==> src/sv/rational_arithmetic_unit_macros.svh <==
// assertion helpers for the rational arithmetic unit
`ifndef RATIONAL_ARITHMETIC_UNIT_MACROS_SVH
`define RATIONAL_ARITHMETIC_UNIT_MACROS_SVH

// same-cycle implication, checked out of reset
`define RAU_ASSERT_IMPL(name, clk, rst_n, ante, cons) \
  name: assert property (@(posedge clk) disable iff (!rst_n) (ante) |-> (cons)) \
    else $error("rational unit check failed");

// next-cycle implication, checked out of reset
`define RAU_ASSERT_NEXT(name, clk, rst_n, ante, cons) \
  name: assert property (@(posedge clk) disable iff (!rst_n) (ante) |=> (cons)) \
    else $error("rational unit sequencing check failed");

`endif

==> src/sv/rau_pkg.sv <==
package rau_pkg;

  // controller states
  typedef enum logic [3:0] {
    S_IDLE,
    S_RCHK,
    S_GCD,
    S_DIV,
    S_RFIN,
    S_RDONE,
    S_MINIT,
    S_MUL,
    S_EVAL,
    S_OUT
  } rau_state_t;

  // which fraction the reduce sequence is working on
  typedef enum logic [1:0] {
    PH_A,
    PH_B,
    PH_R
  } rau_phase_t;

  // operation codes
  typedef enum logic [3:0] {
    OP_NORM = 4'd0,
    OP_ADD  = 4'd1,
    OP_SUB  = 4'd2,
    OP_MUL  = 4'd3,
    OP_DIV  = 4'd4,
    OP_ABS  = 4'd5,
    OP_NEG  = 4'd6,
    OP_EQ   = 4'd7,
    OP_NE   = 4'd8,
    OP_LT   = 4'd9,
    OP_LE   = 4'd10,
    OP_GT   = 4'd11,
    OP_GE   = 4'd12
  } rau_op_t;

  // error codes
  localparam logic [1:0] ERR_NONE = 2'd0;
  localparam logic [1:0] ERR_ZDEN = 2'd1;
  localparam logic [1:0] ERR_DIVZ = 2'd2;

  // controller to datapath
  typedef struct packed {
    logic capture;
    logic load_wb;
    logic load_weval;
    logic rsetup;
    logic gcd_step;
    logic div_init;
    logic div_step;
    logic fin;
    logic store_a;
    logic store_b;
    logic mul_start;
    logic mul_step;
    logic res_direct;
    logic res_red;
    logic res_zden;
  } rau_cmd_t;

  // datapath to controller
  typedef struct packed {
    logic wd_zero;
    logic wn_zero;
    logic gcd_eq;
    logic cnt_last;
    logic red_err;
    logic binary;
    logic eval_reduce;
  } rau_sts_t;

endpackage

==> src/sv/rau_dp.sv <==
module rau_dp
  import rau_pkg::*;
#(
  parameter int WIDTH = 32
) (
  input  logic               clk,
  input  rau_cmd_t           cmd,
  output rau_sts_t           sts,
  input  logic [3:0]         in_operation,
  input  logic signed [31:0] in_a_num,
  input  logic signed [31:0] in_a_den,
  input  logic signed [31:0] in_b_num,
  input  logic signed [31:0] in_b_den,
  output logic signed [31:0] out_res_num,
  output logic [30:0]        out_res_den,
  output logic               out_compare_true,
  output logic [1:0]         out_error_code
);

  localparam int CW = $clog2(WIDTH);
  localparam logic [WIDTH-1:0] ONE = WIDTH'(1);

  function automatic logic [WIDTH-1:0] mag(input logic [WIDTH-1:0] x);
    mag = x[WIDTH-1] ? (~x + ONE) : x;
  endfunction

  // request registers
  logic [3:0]       op_r;
  logic [WIDTH-1:0] rb_n_r, rb_d_r;
  // fraction under reduction
  logic [WIDTH-1:0] w_n_r, w_d_r;
  logic             neg_r;
  logic [WIDTH-1:0] mn_r, md_r;
  // gcd
  logic [WIDTH-1:0] u_r, v_r, g_r;
  logic [CW-1:0]    k_r;
  // dividers
  logic [WIDTH-1:0] qn_r, qd_r;
  logic [WIDTH:0]   remn_r, remd_r;
  logic [CW-1:0]    cnt_r;
  // reduced fraction
  logic [WIDTH-1:0] red_n_r, red_d_r;
  logic             red_err_r;
  // operands
  logic [WIDTH-1:0] a_n_r, a_d_r, b_n_r, b_d_r;
  // multipliers
  logic [WIDTH-1:0] sa_n_r, sb_n_r, sa_d_r;
  logic [WIDTH-1:0] ma_d_r, mb_d_r, mb_n_r;
  logic [WIDTH-1:0] pad_r, pbc_r, pdd_r, pnn_r, pdb_r;
  // result
  logic [WIDTH-1:0] res_n_r, res_d_r;
  logic             cmp_r;
  logic [1:0]       err_r;

  // divider step values
  logic [WIDTH:0] shn, shd, subn, subd;
  assign shn  = {remn_r[WIDTH-1:0], qn_r[WIDTH-1]};
  assign shd  = {remd_r[WIDTH-1:0], qd_r[WIDTH-1]};
  assign subn = shn - {1'b0, g_r};
  assign subd = shd - {1'b0, g_r};

  // op decode
  logic bin_op, red_op;
  always_comb begin
    bin_op = 1'b0;
    red_op = 1'b0;
    unique case (op_r)
      OP_ADD, OP_SUB, OP_MUL: begin
        bin_op = 1'b1;
        red_op = 1'b1;
      end
      OP_DIV: begin
        bin_op = 1'b1;
        red_op = (b_n_r != '0);
      end
      OP_ABS, OP_NEG: red_op = 1'b1;
      OP_EQ, OP_NE, OP_LT, OP_LE, OP_GT, OP_GE: bin_op = 1'b1;
      default: ;
    endcase
  end

  // status
  always_comb begin
    sts.wd_zero     = (w_d_r == '0);
    sts.wn_zero     = (w_n_r == '0);
    sts.gcd_eq      = (u_r == v_r);
    sts.cnt_last    = (cnt_r == CW'(WIDTH - 1));
    sts.red_err     = red_err_r;
    sts.binary      = bin_op;
    sts.eval_reduce = red_op;
  end

  // comparison of cross products
  logic lt_ab, lt_ba, cmp_v;
  assign lt_ab = $signed(pad_r) < $signed(pbc_r);
  assign lt_ba = $signed(pbc_r) < $signed(pad_r);
  always_comb begin
    unique case (op_r)
      OP_EQ:   cmp_v = (pad_r == pbc_r);
      OP_NE:   cmp_v = (pad_r != pbc_r);
      OP_LT:   cmp_v = lt_ab;
      OP_LE:   cmp_v = !lt_ba;
      OP_GT:   cmp_v = lt_ba;
      OP_GE:   cmp_v = !lt_ab;
      default: cmp_v = 1'b0;
    endcase
  end

  // fraction to reduce after the products
  logic [WIDTH-1:0] ev_n, ev_d;
  always_comb begin
    ev_n = w_n_r;
    ev_d = w_d_r;
    unique case (op_r)
      OP_ADD: begin ev_n = pad_r + pbc_r; ev_d = pdd_r; end
      OP_SUB: begin ev_n = pad_r - pbc_r; ev_d = pdd_r; end
      OP_MUL: begin ev_n = pnn_r;         ev_d = pdd_r; end
      OP_DIV: begin ev_n = pad_r;         ev_d = pdb_r; end
      OP_ABS: begin ev_n = mag(a_n_r);    ev_d = a_d_r; end
      OP_NEG: begin ev_n = ~a_n_r + ONE;  ev_d = a_d_r; end
      default: ;
    endcase
  end

  // request capture and reduce input
  always_ff @(posedge clk) begin
    if (cmd.capture) begin
      op_r   <= in_operation;
      w_n_r  <= WIDTH'(in_a_num);
      w_d_r  <= WIDTH'(in_a_den);
      rb_n_r <= WIDTH'(in_b_num);
      rb_d_r <= WIDTH'(in_b_den);
    end else if (cmd.load_wb) begin
      w_n_r <= rb_n_r;
      w_d_r <= rb_d_r;
    end else if (cmd.load_weval) begin
      w_n_r <= ev_n;
      w_d_r <= ev_d;
    end
  end

  // binary gcd
  always_ff @(posedge clk) begin
    if (cmd.rsetup) begin
      neg_r <= w_n_r[WIDTH-1] ^ w_d_r[WIDTH-1];
      mn_r  <= mag(w_n_r);
      md_r  <= mag(w_d_r);
      u_r   <= mag(w_n_r);
      v_r   <= mag(w_d_r);
      k_r   <= '0;
    end else if (cmd.gcd_step) begin
      priority if (!u_r[0] && !v_r[0]) begin
        u_r <= u_r >> 1;
        v_r <= v_r >> 1;
        k_r <= k_r + CW'(1);
      end else if (!u_r[0]) begin
        u_r <= u_r >> 1;
      end else if (!v_r[0]) begin
        v_r <= v_r >> 1;
      end else if (u_r > v_r) begin
        u_r <= (u_r - v_r) >> 1;
      end else begin
        v_r <= (v_r - u_r) >> 1;
      end
    end
  end

  // shared step counter
  always_ff @(posedge clk) begin
    if (cmd.div_init || cmd.mul_start) begin
      cnt_r <= '0;
    end else if (cmd.div_step || cmd.mul_step) begin
      cnt_r <= cnt_r + CW'(1);
    end
  end

  // two restoring dividers by the gcd
  always_ff @(posedge clk) begin
    if (cmd.div_init) begin
      g_r    <= u_r << k_r;
      qn_r   <= mn_r;
      qd_r   <= md_r;
      remn_r <= '0;
      remd_r <= '0;
    end else if (cmd.div_step) begin
      remn_r <= subn[WIDTH] ? shn : subn;
      remd_r <= subd[WIDTH] ? shd : subd;
      qn_r   <= {qn_r[WIDTH-2:0], ~subn[WIDTH]};
      qd_r   <= {qd_r[WIDTH-2:0], ~subd[WIDTH]};
    end
  end

  // reduced fraction
  always_ff @(posedge clk) begin
    if (cmd.fin) begin
      priority if (w_d_r == '0) begin
        red_n_r   <= '0;
        red_d_r   <= ONE;
        red_err_r <= 1'b1;
      end else if (w_n_r == '0) begin
        red_n_r   <= '0;
        red_d_r   <= ONE;
        red_err_r <= 1'b0;
      end else if (qd_r[WIDTH-1]) begin
        red_n_r   <= '0;
        red_d_r   <= ONE;
        red_err_r <= 1'b1;
      end else begin
        red_n_r   <= neg_r ? (~qn_r + ONE) : qn_r;
        red_d_r   <= qd_r;
        red_err_r <= 1'b0;
      end
    end
  end

  // normalized operands
  always_ff @(posedge clk) begin
    if (cmd.capture) begin
      b_n_r <= '0;
      b_d_r <= ONE;
    end else if (cmd.store_b) begin
      b_n_r <= red_n_r;
      b_d_r <= red_d_r;
    end
    if (cmd.store_a) begin
      a_n_r <= red_n_r;
      a_d_r <= red_d_r;
    end
  end

  // five shift-add multipliers, low bits only
  always_ff @(posedge clk) begin
    if (cmd.mul_start) begin
      sa_n_r <= a_n_r;
      sb_n_r <= b_n_r;
      sa_d_r <= a_d_r;
      ma_d_r <= a_d_r;
      mb_d_r <= b_d_r;
      mb_n_r <= b_n_r;
      pad_r  <= '0;
      pbc_r  <= '0;
      pdd_r  <= '0;
      pnn_r  <= '0;
      pdb_r  <= '0;
    end else if (cmd.mul_step) begin
      if (mb_d_r[0]) pad_r <= pad_r + sa_n_r;
      if (ma_d_r[0]) pbc_r <= pbc_r + sb_n_r;
      if (mb_d_r[0]) pdd_r <= pdd_r + sa_d_r;
      if (mb_n_r[0]) pnn_r <= pnn_r + sa_n_r;
      if (mb_n_r[0]) pdb_r <= pdb_r + sa_d_r;
      sa_n_r <= sa_n_r << 1;
      sb_n_r <= sb_n_r << 1;
      sa_d_r <= sa_d_r << 1;
      ma_d_r <= ma_d_r >> 1;
      mb_d_r <= mb_d_r >> 1;
      mb_n_r <= mb_n_r >> 1;
    end
  end

  // result register
  always_ff @(posedge clk) begin
    if (cmd.res_zden) begin
      res_n_r <= '0;
      res_d_r <= ONE;
      cmp_r   <= 1'b0;
      err_r   <= ERR_ZDEN;
    end else if (cmd.res_red) begin
      res_n_r <= red_n_r;
      res_d_r <= red_d_r;
      cmp_r   <= 1'b0;
      err_r   <= red_err_r ? ERR_ZDEN : ERR_NONE;
    end else if (cmd.res_direct) begin
      res_n_r <= (op_r == OP_NORM) ? a_n_r : '0;
      res_d_r <= (op_r == OP_NORM) ? a_d_r : ONE;
      cmp_r   <= cmp_v;
      err_r   <= (op_r == OP_DIV) ? ERR_DIVZ : ERR_NONE;
    end
  end

  assign out_res_num      = 32'($signed(res_n_r));
  assign out_res_den      = 31'(res_d_r);
  assign out_compare_true = cmp_r;
  assign out_error_code   = err_r;

endmodule

==> src/sv/rau_ctrl.sv <==
`include "rational_arithmetic_unit_macros.svh"

module rau_ctrl
  import rau_pkg::*;
(
  input  logic     clk,
  input  logic     rst_n,
  input  logic     in_valid,
  output logic     in_stall,
  output logic     out_valid,
  input  logic     out_stall,
  input  rau_sts_t sts,
  output rau_cmd_t cmd
);

  rau_state_t state_r, state_nxt;
  rau_phase_t phase_r, phase_nxt;

  // state registers
  always_ff @(posedge clk) begin
    if (!rst_n) begin
      state_r <= S_IDLE;
      phase_r <= PH_A;
    end else begin
      state_r <= state_nxt;
      phase_r <= phase_nxt;
    end
  end

  // next state
  always_comb begin
    state_nxt = state_r;
    phase_nxt = phase_r;
    unique case (state_r)
      S_IDLE: begin
        if (in_valid) begin
          state_nxt = S_RCHK;
          phase_nxt = PH_A;
        end
      end
      S_RCHK:  state_nxt = (sts.wd_zero || sts.wn_zero) ? S_RDONE : S_GCD;
      S_GCD:   if (sts.gcd_eq) state_nxt = S_DIV;
      S_DIV:   if (sts.cnt_last) state_nxt = S_RFIN;
      S_RFIN:  state_nxt = S_RDONE;
      S_RDONE: begin
        unique case (phase_r)
          PH_A: begin
            if (sts.red_err) begin
              state_nxt = S_OUT;
            end else if (sts.binary) begin
              state_nxt = S_RCHK;
              phase_nxt = PH_B;
            end else begin
              state_nxt = S_MINIT;
            end
          end
          PH_B:    state_nxt = sts.red_err ? S_OUT : S_MINIT;
          default: state_nxt = S_OUT;
        endcase
      end
      S_MINIT: state_nxt = S_MUL;
      S_MUL:   if (sts.cnt_last) state_nxt = S_EVAL;
      S_EVAL: begin
        if (sts.eval_reduce) begin
          state_nxt = S_RCHK;
          phase_nxt = PH_R;
        end else begin
          state_nxt = S_OUT;
        end
      end
      S_OUT:   if (!out_stall) state_nxt = S_IDLE;
      default: state_nxt = S_IDLE;
    endcase
  end

  // datapath commands
  always_comb begin
    cmd = '0;
    unique case (state_r)
      S_IDLE: cmd.capture = in_valid;
      S_RCHK: begin
        if (sts.wd_zero || sts.wn_zero) cmd.fin = 1'b1;
        else cmd.rsetup = 1'b1;
      end
      S_GCD: begin
        if (sts.gcd_eq) cmd.div_init = 1'b1;
        else cmd.gcd_step = 1'b1;
      end
      S_DIV:  cmd.div_step = 1'b1;
      S_RFIN: cmd.fin = 1'b1;
      S_RDONE: begin
        unique case (phase_r)
          PH_A: begin
            if (sts.red_err) begin
              cmd.res_zden = 1'b1;
            end else begin
              cmd.store_a = 1'b1;
              cmd.load_wb = sts.binary;
            end
          end
          PH_B: begin
            if (sts.red_err) cmd.res_zden = 1'b1;
            else cmd.store_b = 1'b1;
          end
          default: cmd.res_red = 1'b1;
        endcase
      end
      S_MINIT: cmd.mul_start = 1'b1;
      S_MUL:   cmd.mul_step = 1'b1;
      S_EVAL: begin
        if (sts.eval_reduce) cmd.load_weval = 1'b1;
        else cmd.res_direct = 1'b1;
      end
      default: ;
    endcase
  end

  // handshake
  assign in_stall  = (state_r != S_IDLE);
  assign out_valid = (state_r == S_OUT);

  // checks
  `RAU_ASSERT_NEXT(a_accept_starts, clk, rst_n, state_r == S_IDLE && in_valid, state_r == S_RCHK)
  `RAU_ASSERT_NEXT(a_fin_done, clk, rst_n, state_r == S_RFIN, state_r == S_RDONE)
  `RAU_ASSERT_NEXT(a_hold_out, clk, rst_n, state_r == S_OUT && out_stall, state_r == S_OUT)
  `RAU_ASSERT_NEXT(a_last_red, clk, rst_n, state_r == S_RDONE && phase_r == PH_R, state_r == S_OUT)
  `RAU_ASSERT_IMPL(a_no_overlap, clk, rst_n, out_valid, in_stall)

endmodule

==> src/sv/rational_arithmetic_unit.sv <==
// Rational arithmetic unit: one request (operation and two signed fractions)
// at a time, one result per request. Each fraction is reduced by a binary gcd
// (one subtract-and-shift step per cycle) followed by a pair of restoring
// dividers run side by side. A request reduces its first operand, its second
// operand for binary operations, runs five shift-add multipliers in parallel,
// and, for ADD, SUB, MUL, DIV (unless by zero), ABS and NEG, reduces the
// result once more. An operand whose reduction reports an error ends the
// request early, before the multipliers.
// The input stalls while a request is in flight, until its result has been
// taken.
module rational_arithmetic_unit
  import rau_pkg::*;
#(
  parameter int WIDTH = 32
) (
  input  logic               clk,
  input  logic               rst_n,
  input  logic               in_valid,
  output logic               in_stall,
  input  logic [3:0]         in_operation,
  input  logic signed [31:0] in_a_num,
  input  logic signed [31:0] in_a_den,
  input  logic signed [31:0] in_b_num,
  input  logic signed [31:0] in_b_den,
  output logic               out_valid,
  input  logic               out_stall,
  output logic signed [31:0] out_res_num,
  output logic [30:0]        out_res_den,
  output logic               out_compare_true,
  output logic [1:0]         out_error_code
);

  rau_cmd_t cmd;
  rau_sts_t sts;

  // sequencer
  rau_ctrl u_ctrl (
    .clk       (clk),
    .rst_n     (rst_n),
    .in_valid  (in_valid),
    .in_stall  (in_stall),
    .out_valid (out_valid),
    .out_stall (out_stall),
    .sts       (sts),
    .cmd       (cmd)
  );

  // arithmetic
  rau_dp #(.WIDTH(WIDTH)) u_dp (
    .clk              (clk),
    .cmd              (cmd),
    .sts              (sts),
    .in_operation     (in_operation),
    .in_a_num         (in_a_num),
    .in_a_den         (in_a_den),
    .in_b_num         (in_b_num),
    .in_b_den         (in_b_den),
    .out_res_num      (out_res_num),
    .out_res_den      (out_res_den),
    .out_compare_true (out_compare_true),
    .out_error_code   (out_error_code)
  );

endmodule

==> config.mk <==
export PLATFORM = sky130hd
export DESIGN_NAME = rational_arithmetic_unit
export DESIGN_NICKNAME = d
export VERILOG_FILES = /design/src/sv/rau_pkg.sv /design/src/sv/rau_dp.sv /design/src/sv/rau_ctrl.sv /design/src/sv/rational_arithmetic_unit.sv
export VERILOG_INCLUDE_DIRS = /design/src /design/src/sv
export SDC_FILE = /design/constraint.sdc
export NUM_CORES = 2
export LEC_CHECK = 0
export BUFFER_PORTS_ARGS = -buffer_cell sky130_fd_sc_hd__buf_2
export CORE_MARGIN = 5
export CORE_UTILIZATION = 40
export DETAILED_ROUTE_END_ITERATION = 7
export PLACE_DENSITY_LB_ADDON = 0.1
export SLEW_MARGIN = 20
export SYNTH_ARGS = -nofsm -noshare
export SYNTH_HDL_FRONTEND = slang
export SYNTH_HIERARCHICAL = 1
export SYNTH_SLANG_ARGS = --single-unit
==> constraint.sdc <==
create_clock -name clk -period 12.51 [get_ports clk]
set_input_delay 0.6255 -clock clk [delete_from_list [all_inputs] [get_ports clk]]
set_output_delay 0.6255 -clock clk [all_outputs]
set_load 0.02 [all_outputs]
==> results.md <==
- RR Startpoint: u_dp/w_n_r[0]$_DFFE_PP_
- P_sw: 5.01 mW
- Inserted Clock Buffers: 120
- Crit path required time: 12.98 ns
- Area Overhead vs Synth: 12.2%
- Buffers and inverters on the worst path: 5
- Initial Util: 40.2%
- Period minus WS final: 6.57 ns
- Worst-path clk slew: 0.07 ns
- Drt first pass iters: 7
- Sequential area share after synthesis: 43.3%
- IO Pins: 204
- Post-DRT Antenna Nets: 0
- Top routing layer in use: met5
- Final Cycle Share: 52.5%
- CP top delay family: simple AND/OR/NAND/NOR gates
- Placed Cells: 8,828
- Nets@finish: 7,457
- Max capacitance violation total: 0
- Die ar.: 0.167 sq mm
- CP Class: reg -> reg
- Crit path DAT: 7.04 ns
- Via density per instance: 5.92
- Initial antenna violation count: 12
- HPWL Detailed: 172 mm
- Clock Path Buffers: 3
- Syn Area/Cell: 9.30 sq um
- Commonest non-fill, non-tap cell in the layout: nand2_1
- Number of synthesized flops with an enable pin: 674
- Setup TNS: 0 ns
- Switching Share: 38.0%
- Filler Cells Inserted: 15.2k
- Chip width: 409 microns
- Most numerous cell on the critical path: or3_1
- Mapped Nets: 7,385
- Clock Latency Late Sink: 0.78 ns
- CP Capture Type: flop
- Post-Route Skew: 0.0660 ns
- Most frequent cells in the layout: nand2_1, edfxtp_1, nor2_1, a21oi_1, o21ai_0
- Cells after Synth: 6,851
- Chip Height: 409 microns
- Post-synth ARST share: 0%
- Row count: 146
- Hold Crit Start: in_b_num[4]
- Max Slew Vio Count: 0
- Final Instance Count excl. Fillers: 9,107
- R2R setup slack: 5.94 ns
- FF-to-FF path depth: 18
- Cell Int Power: 8.16 mW
- Flop pwr share: 34.3%
- Met2 WL: 101 mm
- Status: completed
- Postcts setup bufs: 0
- Core Area: 0.158 sq mm
- Synth Flop Type: edfxtp_1
- RSZ-0062 raised after global routing: no
- Final setup viols: 0
- Distinct cells, synth: 89
- Hold EP: u_dp/rb_n_r[4]$_DFFE_PP_
- Initial DRC count: 5,647
- Max stage delay on crit path: 0.62 ns
- F_max: 152 MHz
- Grt total ovfl: 0
- # clock sinks: 1,043
- Crit-path slowest cell: buf_4
- Share of cells above drive strength 1: 10.0%
- Final Hold Fails: 0
- Final wirelength: 233 mm
- Gr usage total: 26.6%
- Area of the mapped netlist: 0.0637 sq mm
- Worst Setup SP: u_dp/w_n_r[0]$_DFFE_PP_
- PortBufs: 203
- Reg2reg end: u_dp/v_r[9]$_DFFE_PP_
- DRC: 0
- Hold crit path type: in -> reg
- Largest net degree at the start of global routing: 186
- Metal-1 WL: 107 mm
- Flops & latches, synth: 1,043
- Hold path depth: 1
- Synth warn: 6
- Met3 wire length: 18.1 mm
- Clk pwr share: 29.3%
- Leak Pwr: 28.1 nW
- Power per cell area: 184 mW/mm^2
- Root buffer cell: clkbuf_16
- TritonCTS clock tree: built
- Cell breakdown of the critical path: inv_1, ha_1, nand2b_1, or3_1, or3_1, or4_1, or4_1, or3_4, or3_1, nor4_4, nor2_1, nor4b_2, buf_12, inv_2, buf_4, nand2_1, o31a_1, buf_4
- Worst setup SP type: flop
- Avg WL per Cell: 25.6 microns
- H-tree lvl count: 3
- Vias in the first global route: 50.0k
- Measured slew at the worst slew-check pin: 1.27 ns
- VDD IR max: 0.143 mV
- Gp weighted congestion: 0.957
- Global-route wire length before repair: 340 mm
- DR vias: 53.9k
- Rel. slew slack: 15.1%
- Logic pwr share: 36.4%
- CP max FO: 132
power by group through the flow:
stage,clock (mW),combinational (mW),sequential [mW]
after floorplan,0,3.29,4.43
after global placement,0,4.70,4.58
after detailed placement,0,4.70,4.58
after CTS,3.94,4.74,4.52
after global routing,4.08,5.20,4.56
final,3.86,4.80,4.53
metrics by stage:
step / hold WS [ns] / util [%] / cell area (sq um) / total power [mW] / setup WS (ns)
floorplan: 0.436 / - / 63700 / 7.72 / 1.71
global placement: 0.462 / 42.1 / 66700 / 9.28 / 6.21
detailed placement: 0.469 / 42.1 / 66700 / 9.28 / 6.11
CTS: 0.0115 / 45.1 / 71500 / 13.2 / 5.98
global route: 0.0195 / 45.2 / 71500 / 13.8 / 5.66
finish: 0.0656 / 45.2 / 71500 / 13.2 / 5.94
kinds of logic (layout without fill, tap and decap cells):
group           count (synthesis)  count (layout)  synth area share, %
other cells                     0               5                    0
fa+ha+maj                     398             398                 7.94
buf+inv                       798             977                 4.78
flops                        1043            1043                 43.3
compound gates               1956            1956                 19.6
xor+xnor                      340             340                 4.67
simple gates                 2043            2043                 14.9
mux                           273             273                 4.73
worst max-delay path by stage:
stage,endpoint,slack (ns),depth (start not counted)
2_1_floorplan,u_dp/v_r[10]$_DFFE_PP_,1.71,16
3_3_place_gp,u_dp/v_r[1]$_DFFE_PP_,6.21,18
3_5_place_dp,u_dp/v_r[4]$_DFFE_PP_,6.11,18
4_1_cts,u_dp/v_r[9]$_DFFE_PP_,5.98,18
5_1_grt,u_dp/v_r[9]$_DFFE_PP_,5.66,18
6_report,u_dp/v_r[9]$_DFFE_PP_,5.94,18
metal layers:
layer | track usage, % | up-vias
met5 | 0 | -
met4 | 7.05 | 10
met3 | 4.43 | 325
li1 | - | 25100
met1 | 39.0 | 26400
met2 | 40.8 | 2047
synth_stat cells, types with 39 or more instances:
master	number	area, sq um
a211oi_1	92	691
a21o_1	127	953
a21oi_1	536	2680
a221oi_1	135	1180
a31oi_1	63	394
and2_1	55	344
clkbuf_1	325	1220
dfxtp_1	369	7390
edfxtp_1	674	20200
ha_1	387	4840
inv_1	414	1550
mux2_2	125	1410
mux2i_1	138	1380
nand2_1	684	2570
nand2b_1	58	363
nand3_1	90	450
nand4_1	49	307
nor2_1	636	2390
nor2b_1	59	369
nor3_1	110	551
nor3b_1	90	676
nor4_1	39	244
o211ai_1	48	360
o21a_1	57	428
o21ai_0	504	2520
o21bai_1	66	495
o22ai_1	43	269
o31ai_1	54	405
or3_1	50	313
xnor2_1	228	2000
xor2_1	112	981
worst reg2reg max path: cells and delay by family (launching register included):
| family | cells | cell delay [ns] |
|---|---|---|
| AOI/OAI and AO/OA | 1 | 0.42 |
| DFF | 1 | 0.42 |
| and+or+nand+nor | 11 | 3.63 |
| adders and majority gates | 1 | 0.17 |
| buffers and inverters | 5 | 1.61 |
layout make-up:
type,count,area (sq um),area share [%]
multi-input combinational,5010,33300,46.5
sequential,1043,27600,38.6
clock buffer,148,3220,4.50
tap,2072,2590,3.62
timing repair buffer,330,2150,3.00
inverter,418,1570,2.20
clock inverter,81,1090,1.52
antenna,5,12.5,0.0175
timing repair:
item	in CTS	in global routing
hold buffers	43	0
hold endpoints to repair	43	0
resized for setup	0	0
setup endpoints to repair	0	0
Note: power is estimated with default switching activity, not from simulation.
